## src/rtl/core/xpe_pkg.sv

```systemverilog
package xpe_pkg;

  localparam int ByteW  = 8;
  localparam int StateW = 4;
  localparam int MaxItems = 6;
  localparam int CountW = 3;

  localparam logic [ByteW-1:0] CH_NUL     = 8'h00;
  localparam logic [ByteW-1:0] CH_AMP     = 8'h26;
  localparam logic [ByteW-1:0] CH_PERCENT = 8'h25;
  localparam logic [ByteW-1:0] CH_QUOTE   = 8'h22;
  localparam logic [ByteW-1:0] CH_APOS    = 8'h27;
  localparam logic [ByteW-1:0] CH_LT      = 8'h3c;
  localparam logic [ByteW-1:0] CH_GT      = 8'h3e;
  localparam logic [ByteW-1:0] CH_SEMI    = 8'h3b;
  localparam logic [ByteW-1:0] CH_A       = 8'h61;
  localparam logic [ByteW-1:0] CH_G       = 8'h67;
  localparam logic [ByteW-1:0] CH_L       = 8'h6c;
  localparam logic [ByteW-1:0] CH_M       = 8'h6d;
  localparam logic [ByteW-1:0] CH_O       = 8'h6f;
  localparam logic [ByteW-1:0] CH_P       = 8'h70;
  localparam logic [ByteW-1:0] CH_Q       = 8'h71;
  localparam logic [ByteW-1:0] CH_S       = 8'h73;
  localparam logic [ByteW-1:0] CH_T       = 8'h74;
  localparam logic [ByteW-1:0] CH_U       = 8'h75;

  // match progress codes: letters of the entity name seen so far
  localparam logic [StateW-1:0] ST_IDLE = 4'd0;
  localparam logic [StateW-1:0] ST_AMP  = 4'd1;
  localparam logic [StateW-1:0] ST_A    = 4'd2;
  localparam logic [StateW-1:0] ST_AM   = 4'd3;
  localparam logic [StateW-1:0] ST_AMP3 = 4'd4;
  localparam logic [StateW-1:0] ST_AP   = 4'd5;
  localparam logic [StateW-1:0] ST_APO  = 4'd6;
  localparam logic [StateW-1:0] ST_APOS = 4'd7;
  localparam logic [StateW-1:0] ST_Q    = 4'd8;
  localparam logic [StateW-1:0] ST_QU   = 4'd9;
  localparam logic [StateW-1:0] ST_QUO  = 4'd10;
  localparam logic [StateW-1:0] ST_QUOT = 4'd11;
  localparam logic [StateW-1:0] ST_L    = 4'd12;
  localparam logic [StateW-1:0] ST_LT   = 4'd13;
  localparam logic [StateW-1:0] ST_G    = 4'd14;
  localparam logic [StateW-1:0] ST_GT   = 4'd15;

  typedef logic [ByteW-1:0] byte_t;
  typedef logic [StateW-1:0] state_t;
  typedef logic [CountW-1:0] count_t;

  function automatic logic [2:0] pfx_len(input state_t st);
    logic [2:0] len;
    case (st)
      ST_A, ST_Q, ST_L, ST_G:                len = 3'd1;
      ST_AM, ST_AP, ST_QU, ST_LT, ST_GT:     len = 3'd2;
      ST_AMP3, ST_APO, ST_QUO:               len = 3'd3;
      ST_APOS, ST_QUOT:                      len = 3'd4;
      default:                               len = 3'd0;
    endcase
    return len;
  endfunction

  function automatic byte_t pfx_char(input state_t st, input logic [1:0] pos);
    byte_t c;
    c = CH_NUL;
    case (st)
      ST_A, ST_AM, ST_AMP3, ST_AP, ST_APO, ST_APOS: begin
        case (pos)
          2'd0:    c = CH_A;
          2'd1:    c = (st == ST_AM || st == ST_AMP3) ? CH_M : CH_P;
          2'd2:    c = (st == ST_AMP3) ? CH_P : CH_O;
          default: c = CH_S;
        endcase
      end
      ST_Q, ST_QU, ST_QUO, ST_QUOT: begin
        case (pos)
          2'd0:    c = CH_Q;
          2'd1:    c = CH_U;
          2'd2:    c = CH_O;
          default: c = CH_T;
        endcase
      end
      ST_L, ST_LT: c = (pos == 2'd0) ? CH_L : CH_T;
      ST_G, ST_GT: c = (pos == 2'd0) ? CH_G : CH_T;
      default:     c = CH_NUL;
    endcase
    return c;
  endfunction

  function automatic byte_t full_char(input state_t st);
    byte_t c;
    case (st)
      ST_AMP3: c = CH_AMP;
      ST_APOS: c = CH_APOS;
      ST_QUOT: c = CH_QUOTE;
      ST_LT:   c = CH_LT;
      ST_GT:   c = CH_GT;
      default: c = CH_NUL;
    endcase
    return c;
  endfunction

  function automatic state_t next_state(input state_t st, input byte_t b);
    state_t t;
    t = ST_IDLE;
    case (st)
      ST_AMP: begin
        if (b == CH_A) t = ST_A;
        else if (b == CH_Q) t = ST_Q;
        else if (b == CH_L) t = ST_L;
        else if (b == CH_G) t = ST_G;
      end
      ST_A: begin
        if (b == CH_M) t = ST_AM;
        else if (b == CH_P) t = ST_AP;
      end
      ST_AM:   t = (b == CH_P) ? ST_AMP3 : ST_IDLE;
      ST_AP:   t = (b == CH_O) ? ST_APO  : ST_IDLE;
      ST_APO:  t = (b == CH_S) ? ST_APOS : ST_IDLE;
      ST_Q:    t = (b == CH_U) ? ST_QU   : ST_IDLE;
      ST_QU:   t = (b == CH_O) ? ST_QUO  : ST_IDLE;
      ST_QUO:  t = (b == CH_T) ? ST_QUOT : ST_IDLE;
      ST_L:    t = (b == CH_T) ? ST_LT   : ST_IDLE;
      ST_G:    t = (b == CH_T) ? ST_GT   : ST_IDLE;
      default: t = ST_IDLE;
    endcase
    return t;
  endfunction

endpackage

```

## src/rtl/core/xml_predefined_entity_decoder.sv

```systemverilog
// latency: first result of a beat is offered the cycle after the beat is taken
// throughput: one input beat per cycle while each beat yields at most one result and result_stall is low
// a beat yielding several results (up to six) holds off input until its last result is taken
// the result buffer drains one result per cycle while result_stall is low, through its single output port
// reset (rst, synchronous, active high) empties the buffer and clears match progress
module xml_predefined_entity_decoder
  import xpe_pkg::*;
(
  input  logic             clk,
  input  logic             rst,
  input  logic             text_valid,
  output logic             text_stall,
  input  logic [ByteW-1:0] text_byte,
  input  logic             end_of_text,
  output logic             result_valid,
  input  logic             result_stall,
  output logic [ByteW-1:0] out_byte,
  output logic             is_terminator,
  output logic             run_last
);

  state_t match_progress;
  count_t count;
  count_t idx;
  byte_t  items [MaxItems];
  logic   term;

  byte_t  items_next [MaxItems];
  count_t n_next;
  logic   term_next;
  state_t st_next;

  logic last_item;
  logic in_acc;
  logic out_acc;

  assign result_valid  = (count != '0);
  assign last_item     = (idx == count - count_t'(1));
  assign out_acc       = result_valid && !result_stall;
  assign text_stall    = result_valid && !(last_item && !result_stall);
  assign in_acc        = text_valid && !text_stall;
  assign out_byte      = items[idx];
  assign is_terminator = term && last_item;
  assign run_last      = last_item;

  always_comb begin
    state_t st;
    state_t t;
    logic   handled;
    logic   term_done;
    for (int k = 0; k < MaxItems; k++) items_next[k] = CH_NUL;
    n_next    = '0;
    term_next = 1'b0;
    st        = match_progress;
    t         = ST_IDLE;
    handled   = 1'b0;
    term_done = 1'b0;

    if (st != ST_IDLE) begin
      if (text_byte != CH_NUL && full_char(st) != CH_NUL && text_byte == CH_SEMI) begin
        items_next[n_next] = full_char(st);
        n_next  = n_next + count_t'(1);
        st      = ST_IDLE;
        handled = 1'b1;
      end else begin
        t = (text_byte != CH_NUL) ? next_state(st, text_byte) : ST_IDLE;
        if (t != ST_IDLE) begin
          st      = t;
          handled = 1'b1;
        end else begin
          // failed entity: drop the ampersand, replay the letters
          for (int i = 0; i < 4; i++) begin
            if (3'(i) < pfx_len(st)) begin
              items_next[n_next] = pfx_char(st, 2'(i));
              n_next = n_next + count_t'(1);
            end
          end
          st = ST_IDLE;
        end
      end
    end

    if (!handled) begin
      if (text_byte == CH_NUL) begin
        items_next[n_next] = CH_NUL;
        n_next    = n_next + count_t'(1);
        term_next = 1'b1;
        term_done = 1'b1;
      end else if (text_byte == CH_AMP) begin
        st = ST_AMP;
      end else if (text_byte != CH_PERCENT) begin
        items_next[n_next] = text_byte;
        n_next = n_next + count_t'(1);
      end
    end

    if (end_of_text && !term_done) begin
      for (int i = 0; i < 4; i++) begin
        if (3'(i) < pfx_len(st)) begin
          items_next[n_next] = pfx_char(st, 2'(i));
          n_next = n_next + count_t'(1);
        end
      end
      st = ST_IDLE;
      items_next[n_next] = CH_NUL;
      n_next    = n_next + count_t'(1);
      term_next = 1'b1;
    end

    st_next = st;
  end

  always_ff @(posedge clk) begin
    if (rst) begin
      match_progress <= ST_IDLE;
      count          <= '0;
      idx            <= '0;
    end else if (in_acc) begin
      match_progress <= st_next;
      count          <= n_next;
      idx            <= '0;
    end else if (out_acc) begin
      if (last_item) begin
        count <= '0;
        idx   <= '0;
      end else begin
        idx <= idx + count_t'(1);
      end
    end
  end

  // payload of the result buffer
  always_ff @(posedge clk) begin
    if (in_acc) begin
      items <= items_next;
      term  <= term_next;
    end
  end

endmodule
```

## config.mk

```make
export PLATFORM = sky130hd
export DESIGN_NAME = xml_predefined_entity_decoder
export DESIGN_NICKNAME = d
export VERILOG_FILES = /design/src/rtl/core/xpe_pkg.sv /design/src/rtl/core/xml_predefined_entity_decoder.sv
export SDC_FILE = /design/constraint.sdc
export NUM_CORES = 1
export LEC_CHECK = 0
export ABC_AREA = 0
export BUFFER_PORTS_ARGS = -buffer_cell sky130_fd_sc_hd__buf_2
export CAP_MARGIN = 20
export CORE_UTILIZATION = 25
export CTS_CLUSTER_DIAMETER = 200
export DETAILED_ROUTE_END_ITERATION = 8
export PLACE_DENSITY = 0.4
export RECOVER_POWER = 100
export SETUP_SLACK_MARGIN = 0.3
export SLEW_MARGIN = 20
export SYNTH_ARGS = -nofsm -noshare
export SYNTH_HDL_FRONTEND = slang
export SYNTH_SLANG_ARGS = --single-unit
```

## constraint.sdc

```tcl
create_clock -name clk -period 14.6 [get_ports clk]
set_clock_uncertainty 0.1 [all_clocks]
set_input_delay 1.46 -clock clk [delete_from_list [all_inputs] [get_ports clk]]
set_output_delay 1.46 -clock clk [all_outputs]
set_load 0.05 [all_outputs]
```

* Word-level counts from Yosys, hierarchy flattened *
Memory sizes are Yosys's and may differ from the RTL's. A register that Yosys moved wholly into a read port is not among the register bits.
Index checks and enable logic that the tools add are counted.

word-level totals
  register bits after elaboration = 59
  logic and storage cells = 338
  input bits = 13
  ROM bits = 384
  output and inout bits = 12
  memories kept = 8

cells by class
  add/sub/neg operators = 11
  multiplexer cells = 180
  equal/unequal tests = 43
  reduce and logical (&&, ||, !) cells = 45
  bitwise gates (word level) = 14
  $lt $le $gt $ge = 27

memory list
  name             depth  bits a word  read ports  clocked after memory_dff  write ports  line           text
  (no name shown)  16     3            1           1                         0            xpe_pkg.sv:51  case (st)
  (no name shown)  16     3            1           1                         0            xpe_pkg.sv:51
  (no name shown)  16     3            1           1                         0            xpe_pkg.sv:51
  (no name shown)  16     3            1           1                         0            xpe_pkg.sv:51
  (no name shown)  16     3            1           0                         0            xpe_pkg.sv:51
  (no name shown)  16     3            1           0                         0            xpe_pkg.sv:51
  +2 memories      --     --           --          --                        --           --

operators with widths
  cell                                                                          number
  48-bit 2-to-1 mux                                                             24
  48-bit bitwise mux                                                            8
  8-bit 2-to-1 mux                                                              36
  8-bit demux with 3-bit select                                                 9
  3-bit 2-to-1 mux                                                              53
  4-bit 2-to-1 mux                                                              27
  48-bit bitwise AND                                                            2
  48-bit NOT                                                                    2
  7-bit one-hot mux with 3 select lines                                         4
  8-bit by 7-bit equality test with 1-bit output, second input constant         10
  4-bit equality test, second input constant                                    16
  7-bit one-hot mux with 4 select lines                                         2
  4-bit >= comparator, second input constant                                    10
  40-bit 2-to-1 mux                                                             1
  3-bit NOT with 4-bit output                                                   10
  4-bit one-hot mux with 10 select lines                                        1
  4-bit by 1-bit less-than comparator with 1-bit output, second input constant  9
  4-bit by 3-bit equality test with 1-bit output, second input constant         8
  3-bit by 1-bit adder with 3-bit output, second input constant                 10
  6-bit one-hot mux with 5 select lines                                         1
  7-bit one-hot mux with 2 select lines                                         2
  8-bit binary-select mux with 3-bit select                                     1
  5-bit 2-to-1 mux                                                              4
  1-bit logical AND                                                             17
  other kinds (22)                                                              53

* Depth between registers and ports, before layout *
Gate-level depths: netlist of the first run.

  depth in word-level cells = 58
  depth in mapped cells = 33
  mapped depth without buffers = 30

* Worst setup path before layout of the first run *
Ideal clock, no wire load.

  kind = in2reg
  start = input text_byte[1]
  end = register count[2]
  path slack = 6.743 ns
  data required time = 14.368 ns
  buffers on the path = 2
  stages = 32
  arrival time = 7.625 ns
  setup time = 0.132 ns
  cells stage by stage = buf_4 > or3b_1 > o21a_1 > or4b_1 > and3_1 > buf_2 > and3_1 > a21oi_1 > inv_1 > ha_1 > mux2_2 > and4b_1 > nand4_1 > inv_1 > ha_1 > inv_1 > o21ai_0 > ha_1 > o21bai_1 > inv_1 > ha_1 > mux2i_1 > a21o_1 > inv_2 > ha_1 > and3_1 > a21o_1 > ha_1 > xor2_1 > xnor2_1 > o211ai_1 > a21oi_1

on the way
  word-level cells in the longest chain between the ends = 33
  elaborated cells on any way between the ends = 84
  those cells by class = 6 x add/sub; 4 x order compare; 13 x eq/ne; 50 x mux; 7 x reduce/logical; 4 x memory

ends and longest elaborated chain
  item                                            line                                  text
  from (decl)                                     xml_predefined_entity_decoder.sv:13   input logic [ByteW-1:0] text_byte,
  8-bit by 7-bit equality test with 1-bit output  xpe_pkg.sv:109                        else if (b == CH_G) t = ST_G;
  4-bit 2-to-1 mux                                xpe_pkg.sv:109
  4-bit 2-to-1 mux                                xpe_pkg.sv:108                        else if (b == CH_L) t = ST_L;
  4-bit 2-to-1 mux                                xpe_pkg.sv:107                        else if (b == CH_Q) t = ST_Q;
  4-bit 2-to-1 mux                                xpe_pkg.sv:106                        if (b == CH_A) t = ST_A;
  4-bit one-hot mux with 10 select lines          xpe_pkg.sv:104                        case (st)
  4-bit 2-to-1 mux                                xml_predefined_entity_decoder.sv:60   if (text_byte != CH_NUL && full_char(st) != CH_NUL && text_byte == CH_SEMI) begin
  4-bit 2-to-1 mux                                xml_predefined_entity_decoder.sv:59   if (st != ST_IDLE) begin
  [... 17 more ...]                               --
  3-bit 2-to-1 mux                                xml_predefined_entity_decoder.sv:99   if (3'(i) < pfx_len(st)) begin
  3-bit 2-to-1 mux                                xml_predefined_entity_decoder.sv:97   if (end_of_text && !term_done) begin
  3-bit by 1-bit adder with 3-bit output          xml_predefined_entity_decoder.sv:101  n_next = n_next + count_t'(1);
  3-bit 2-to-1 mux                                xml_predefined_entity_decoder.sv:99
  3-bit 2-to-1 mux                                xml_predefined_entity_decoder.sv:97
  3-bit by 1-bit adder with 3-bit output          xml_predefined_entity_decoder.sv:106  n_next = n_next + count_t'(1);
  3-bit 2-to-1 mux (*)                            xml_predefined_entity_decoder.sv:97
  3-bit 2-to-1 mux (*)                            xml_predefined_entity_decoder.sv:118  end else if (in_acc) begin
  to (signal assigned)                            xml_predefined_entity_decoder.sv:120  count <= n_next;
  to (decl)                                       xml_predefined_entity_decoder.sv:23   count_t count;

Every way passes the cells marked *; elsewhere a longest branch is shown, timed or not. The select of a mux whose other input is x is not followed.
A chain may end at the register's enable or synchronous reset.

==> impl_metrics.csv, run 1 <==
group,metric,value,unit
cells_and_area,fin_nets,798,
clock_tree,clk_latency,330,ps
clock_tree,cts_buffers,9,
place,io_buffers,24,
worst_setup_path,crit_path_end_kind,"flip-flop",
cells_and_area,syn_to_final_growth,9.42,%
clock_tree,cts_setup_buffers,0,
clock_tree,clockBufferDepth,2,
die,coreArea,24500,um^2
timing,drv_slew,72,
yosys,synth_area_per_cell,8.17,um^2
global_routing,busiest_layer,"met2",
yosys,yosys_warnings,0,
clock_tree,cts_root_buf,"clkbuf_16",
power,p_leak,2.53,nW
cells_and_area,layoutNonFillerInstCount,1096,
yosys,syn-num-nets,799,
drt,drt_first_pass_iters,5,
global_routing,grt_max_degree,52,
worst_setup_path,arrival,9900,ps
cells_and_area,fill_cells,2665,
timing,setup_viol,0,
drt,drt_wl_total,24.1,mm
yosys,async_flop_share,0,
die,die_h,160,um
power,p_total,495,uW
worst_setup_path,path_max_fanout,22,
yosys,synth_edf_count,49,
yosys,ys.flop_type,"edfxtp_1",
global_routing,grtUsageMet3,0.0263,
timing,worst_pin_slew,2690,ps
drt,num_vias,6098,
die,die_x,160,um
timing,slew_headroom,-0.794,
yosys,synthesis.area,6270,um^2
die,start_util,0.256,
min_path,hold_class,"reg2reg",
worst_setup_path,critPathKind,"in2reg",
place,dp.cells,1080,
clock_tree,path_clk_slew,50,ps
timing,hold_viol_final,0,
yosys,synthCells,768,
timing,fmax,0.101,GHz
outcome,violations,"max-capacitance violations, max-slew violations",
yosys,ys_seq_elements,62,
global_routing,grt_pass1_wl,37.1,mm
yosys,yosys.cell_types.count,91,
cells_and_area,diodes,0,
drt,via_per_inst,5.56,
clock_tree,postCtsHoldBufs,0,
worst_setup_path,worst_setup_path_start_kind,"primary input",
clock_tree,post_cts_resized,0,
yosys,synth_seq_area_share,0.276,
drt,drc,0,
power,power_density,72.1,nW/um^2
clock_tree,cts.sinks,62,
timing,timing.setup.tns,0,ps
worst_setup_path,max_stage_delay,740,ps
drt,wl_per_cell,22.0,um
die,design.die.area,25700,um^2
drt,ant_nets,0,
cells_and_area,drive_gt1_frac,0.0894,
global_routing,grt-ovfl-total,0,
place,dp_hpwl,19.0,mm
global_routing,grtUsageTotal,0.190,
place,gp_congestion,0.922,
drt,drtIter0Drc,595,
timing,rsz0062_at_grt,"false",
cells_and_area,final_core_util,0.281,
outcome,status,"finished, violations left",
worst_setup_path,required,14560,ps
global_routing,met2_usage,0.302,
worst_setup_path,critical_path.slowest_cell,"clkbuf_1",
global_routing,met1_usage,0.265,
timing,min_period_over_period,0.681,
run,cap_violations,2,
power,peakVddDrop,56.9,uV
clock_tree,htreeDepth,3,
clock_tree,cts_tree,"done",
global_routing,grt_pass1_vias,5882,
die,ioPinCount,25,
timing,period_minus_slack,9940,ps
global_routing,antenna_found_initial,0,
die,num_rows,57,
## path summary, 6_finish.rpt
kind	start	slack, ps	depth (start not counted)	to
setup / recovery	text_byte[0]	4660	29	items[8]
setup reg to reg	match_progress[3]	6350	28	items[8]
hold / removal	count[1]	400	2	count[1]
hold reg to reg	count[1]	400	2	count[1]
## flip-flops by register name, summed over array words and instances (netlist names), named ones only
register        count
term                1
match_progress      4
idx                 3
items              48
count               3
## report_power, final
group | total (mW) | switching [mW] | internal (mW)
combinational | 0.0671 | 0.0493 | 0.0179
clock | 0.218 | 0.0714 | 0.147
sequential | 0.209 | 0.00389 | 0.205
total | 0.495 | 0.125 | 0.370
## cells in the mapped netlist (5+ instances only)
cell / count / share of area
buf_2: 12 / 0.0096
nor2_1: 72 / 0.043
a31oi_1: 10 / 0.010
a21oi_1: 56 / 0.045
nor2b_1: 6 / 0.0060
a21o_1: 11 / 0.013
o211ai_1: 12 / 0.014
nand2_1: 66 / 0.039
o21ai_1: 9 / 0.0072
inv_1: 37 / 0.022
ha_1: 18 / 0.036
o21a_1: 7 / 0.0084
and4b_1: 5 / 0.0080
and2_1: 9 / 0.0090
nor4_1: 14 / 0.014
mux4_2: 8 / 0.029
a211oi_1: 12 / 0.014
nand2b_1: 5 / 0.0050
or3_1: 17 / 0.017
xor2_1: 9 / 0.013
o22ai_1: 19 / 0.019
dfxtp_1: 13 / 0.041
nor3_1: 39 / 0.031
mux2i_1: 19 / 0.030
o31ai_1: 6 / 0.0072
xnor2_1: 10 / 0.014
nand3_1: 20 / 0.016
edfxtp_1: 49 / 0.23
o21ai_0: 42 / 0.034
nand4_1: 7 / 0.0070
nand4b_1: 6 / 0.0084
and3_1: 9 / 0.0090
clkbuf_1: 30 / 0.018
## critical path: cells and delay by family
family	cells	cell delay (ps)
AOI/OAI and AO/OA	7	2610
xor gates and xnor gates	1	210
adders and majority gates	5	1600
buffers and inverters	7	1690
muxes	2	450
and+or+nand+nor	7	1860
## cell usage in the layout (no fill, tap or decap), types with 18 or more instances in the layout
cell | netlist | routed
nor2_1 | 72 | 72
nand2_1 | 66 | 67
a21oi_1 | 56 | 55
o21ai_0 | 42 | 51
edfxtp_1 | 49 | 49
nor3_1 | 39 | 42
inv_1 | 37 | 38
nand3_1 | 20 | 20
o22ai_1 | 19 | 20
mux2i_1 | 19 | 19
ha_1 | 18 | 18
## metrics by stage
step	hold slack (ps)	setup slack [ps]	area, um^2
2_1_floorplan	332	6740	6270
3_3_place_gp	370	6050	6690
3_5_place_dp	390	5870	6690
4_1_cts	403	6210	6990
5_1_grt	456	3940	6860
6_report	397	4660	6860
## kinds of logic (layout without fill, tap and decap cells)
| family | Yosys count | in the layout | share of synthesized area |
|---|---|---|---|
| AO/OA/AOI/OAI | 224 | 224 | 0.242 |
| XOR/XNOR | 22 | 22 | 0.0395 |
| adder cells (fa/ha/maj) | 20 | 20 | 0.0393 |
| buffers and inverters | 88 | 92 | 0.0569 |
| flip-flops | 62 | 62 | 0.276 |
| multiplexers | 32 | 32 | 0.0680 |
| other | 1 | 1 | 0.000598 |
| AND/OR/NAND/NOR | 319 | 319 | 0.278 |
## per-layer routing
metal,vias to the layer above,wire length [um]
li1,2883,-
met1,2910,11100
met2,272,10900
met3,33,1460
met4,0,558
met5,-,0
## layout make-up
cell class / count / area [um^2] / share of cell area
tap: 324 / 405 / 0.0591
clock buffer: 10 / 229 / 0.0334
sequential: 62 / 1730 / 0.252
multi-input combinational: 618 / 4090 / 0.595
timing repair buffer: 36 / 184 / 0.0268
inverter: 40 / 150 / 0.0219
clock inverter: 6 / 76.3 / 0.0111
Note: power is estimated with default switching activity, not from simulation.
==> inputs of run 2 (changes only) <==
--- a/config.mk
+++ b/config.mk
@@ -11,7 +11,7 @@
 export CORE_UTILIZATION = 25
 export CTS_CLUSTER_DIAMETER = 200
 export DETAILED_ROUTE_END_ITERATION = 8
-export PLACE_DENSITY = 0.4
+export PLACE_DENSITY = 0.41
 export RECOVER_POWER = 100
 export SETUP_SLACK_MARGIN = 0.3
 export SLEW_MARGIN = 20
==> constraint.sdc (replaced) <==
create_clock -name clk -period 8.6 [get_ports clk]
set_clock_uncertainty 0.1 [all_clocks]
set_input_delay 0.86 -clock clk [delete_from_list [all_inputs] [get_ports clk]]
set_output_delay 0.86 -clock clk [all_outputs]
set_load 0.05 [all_outputs]
==> run 2 against run 1 <==
  * The flow still finishes with violations (max-capacitance violations, max-slew violations)
  * Wire length is 1.1% lower
  * Sequential power grew 69%
  * Via count decreased by 0.39%
  * Sequential cell count stayed put
  * Global-route usage is 0.56 points lower
  * Sequential share of layout area down 0.12 points
  * Critical path depth is 1 lower
  * Hold slack got worse by 6.5 ps
  * Clock power is 57% higher
  * Register-to-register slack worse by 5400 ps
  * Non-clock buffer count grew 5
==> impl_metrics.csv, run 2 (same netlist as run 1, synthesis figures left out) <==
group,metric,value,unit
worst_setup_path,critPathKind,"in2reg",
worst_setup_path,critical_path.slowest_cell,"or4b_1",
die,coreArea,24500,um^2
cells_and_area,final_core_util,0.282,
cells_and_area,final_common_cell,"nor2_1",
drt,via_per_inst,5.52,
place,dp_hpwl,18.8,mm
clock_tree,cts_root_buf,"clkbuf_16",
run,cap_violations,2,
timing,drv_slew,54,
global_routing,grtUsageTotal,0.185,
worst_setup_path,required,8580,ps
place,gp_congestion,0.940,
worst_setup_path,worst_setup_path_start_kind,"primary input",
cells_and_area,largest_reg_flops,48,
worst_setup_path,timing.rr.start,"match_progress[3]",
drt,num_vias,6074,
cells_and_area,fin_nets,803,
die,start_util,0.256,
global_routing,grt_pass1_vias,5698,
worst_setup_path,critical_path_buf_inv_count,6,
power,p_total,812,uW
timing,hold_viol_final,0,
die,num_rows,57,
cells_and_area,drive_gt1_frac,0.104,
outcome,violations,"max-capacitance violations, max-slew violations",
clock_tree,cts_buffers,9,
clock_tree,clockBufferDepth,2,
timing,worst_pin_slew,2760,ps
die,die_h,160,um
power,peakVddDrop,98.3,uV
global_routing,antenna_found_initial,0,
timing,fmax,0.125,GHz
timing,min_period_over_period,0.930,
die,die_x,160,um
timing,slew_headroom,-0.841,
cells_and_area,diodes,0,
drt,wl_per_cell,21.6,um
clock_tree,cts_tree,"done",
worst_setup_path,path_max_fanout,22,
die,design.die.area,25700,um^2
place,dpl_cell_area,6720,um^2
clock_tree,cts.sinks,62,
cells_and_area,layoutNonFillerInstCount,1101,
worst_setup_path,crit_start,"text_byte[0]",
drt,drc,0,
worst_setup_path,path_delay_family,"simple AND/OR/NAND/NOR gates",
worst_setup_path,reg2reg_slack,910,ps
outcome,status,"finished, violations left",
power,power_density,118,nW/um^2
timing,setup_viol,0,
cells_and_area,reg.largest.list,"items: 48 flops, match_progress: 4 flops",
worst_setup_path,max_stage_delay,550,ps
worst_setup_path,crit_path_end_kind,"flip-flop",
place,place_ws,527,ps
timing,timing.setup.tns,0,ps
global_routing,grt-ovfl-total,0,
place,io_buffers,24,
global_routing,grt_max_degree,54,
clock_tree,htreeDepth,3,
global_routing,grt_pass1_wl,36.0,mm
timing,rsz0062_at_grt,"false",
cells_and_area,design_area,6900,um^2
die,ioPinCount,25,
min_path,min_from,"count[1]",
cells_and_area,largest_register,"items",
min_path,hold_class,"reg2reg",
drt,drt_first_pass_iters,5,
cells_and_area,syn_to_final_growth,9.95,%
clock_tree,cts_setup_buffers,0,
drt,drt_wl_total,23.8,mm
timing,layout_setup_ws,599,ps
timing,hold_ws,390,ps
power,p_leak,2.55,nW
drt,ant_nets,0,
worst_setup_path,arrival,7980,ps
clock_tree,clk_latency,330,ps
timing,period_minus_slack,8000,ps
place,dp.cells,1085,
drt,drtIter0Drc,530,
clock_tree,path_clk_slew,50,ps
cells_and_area,final_cell_mix,"nor2_1, nand2_1, a21oi_1",
[run 2: area by class of cell]
class                           count  area, um^2
Fill cell                        2654       17600
Timing Repair Buffer               41         229
Inverter                           40         150
Sequential cell                    62        1730
Clock buffer                       11         233
Multi-Input combinational cell    618        4100
Clock inverter                      5        50.0
Tap cell                          324         405
[run 2: tightest hold or removal path, cell delays in order (launching register included)]
cell	delay [ps]
dfxtp_1	320
a21oi_1	60
nor2_1	70
[run 2: repair_timing]
action,in CTS,in global routing
gates resized for setup,0,1
setup endpoints to repair,0,1
hold buffers,0,0
[run 2: worst paths after layout]
kind          endpoint  cells past startpoint
max          items[28]                     28
min reg2reg   count[1]                      2
max reg2reg  items[28]                     26
min           count[1]                      2
[run 2: metal layers]
layer,vias up,track usage,share of wire
met5,-,0,0
met4,0,0.0667,0.032
met3,40,0.0289,0.060
met2,233,0.289,0.45
met1,2906,0.255,0.46
li1,2895,-,-
[run 2: report_power, final]
part | switching, mW | internal (mW) | total (mW)
combinational | 0.0834 | 0.0311 | 0.115
clock | 0.121 | 0.222 | 0.343
sequential | 0.00606 | 0.348 | 0.354
total | 0.211 | 0.601 | 0.812
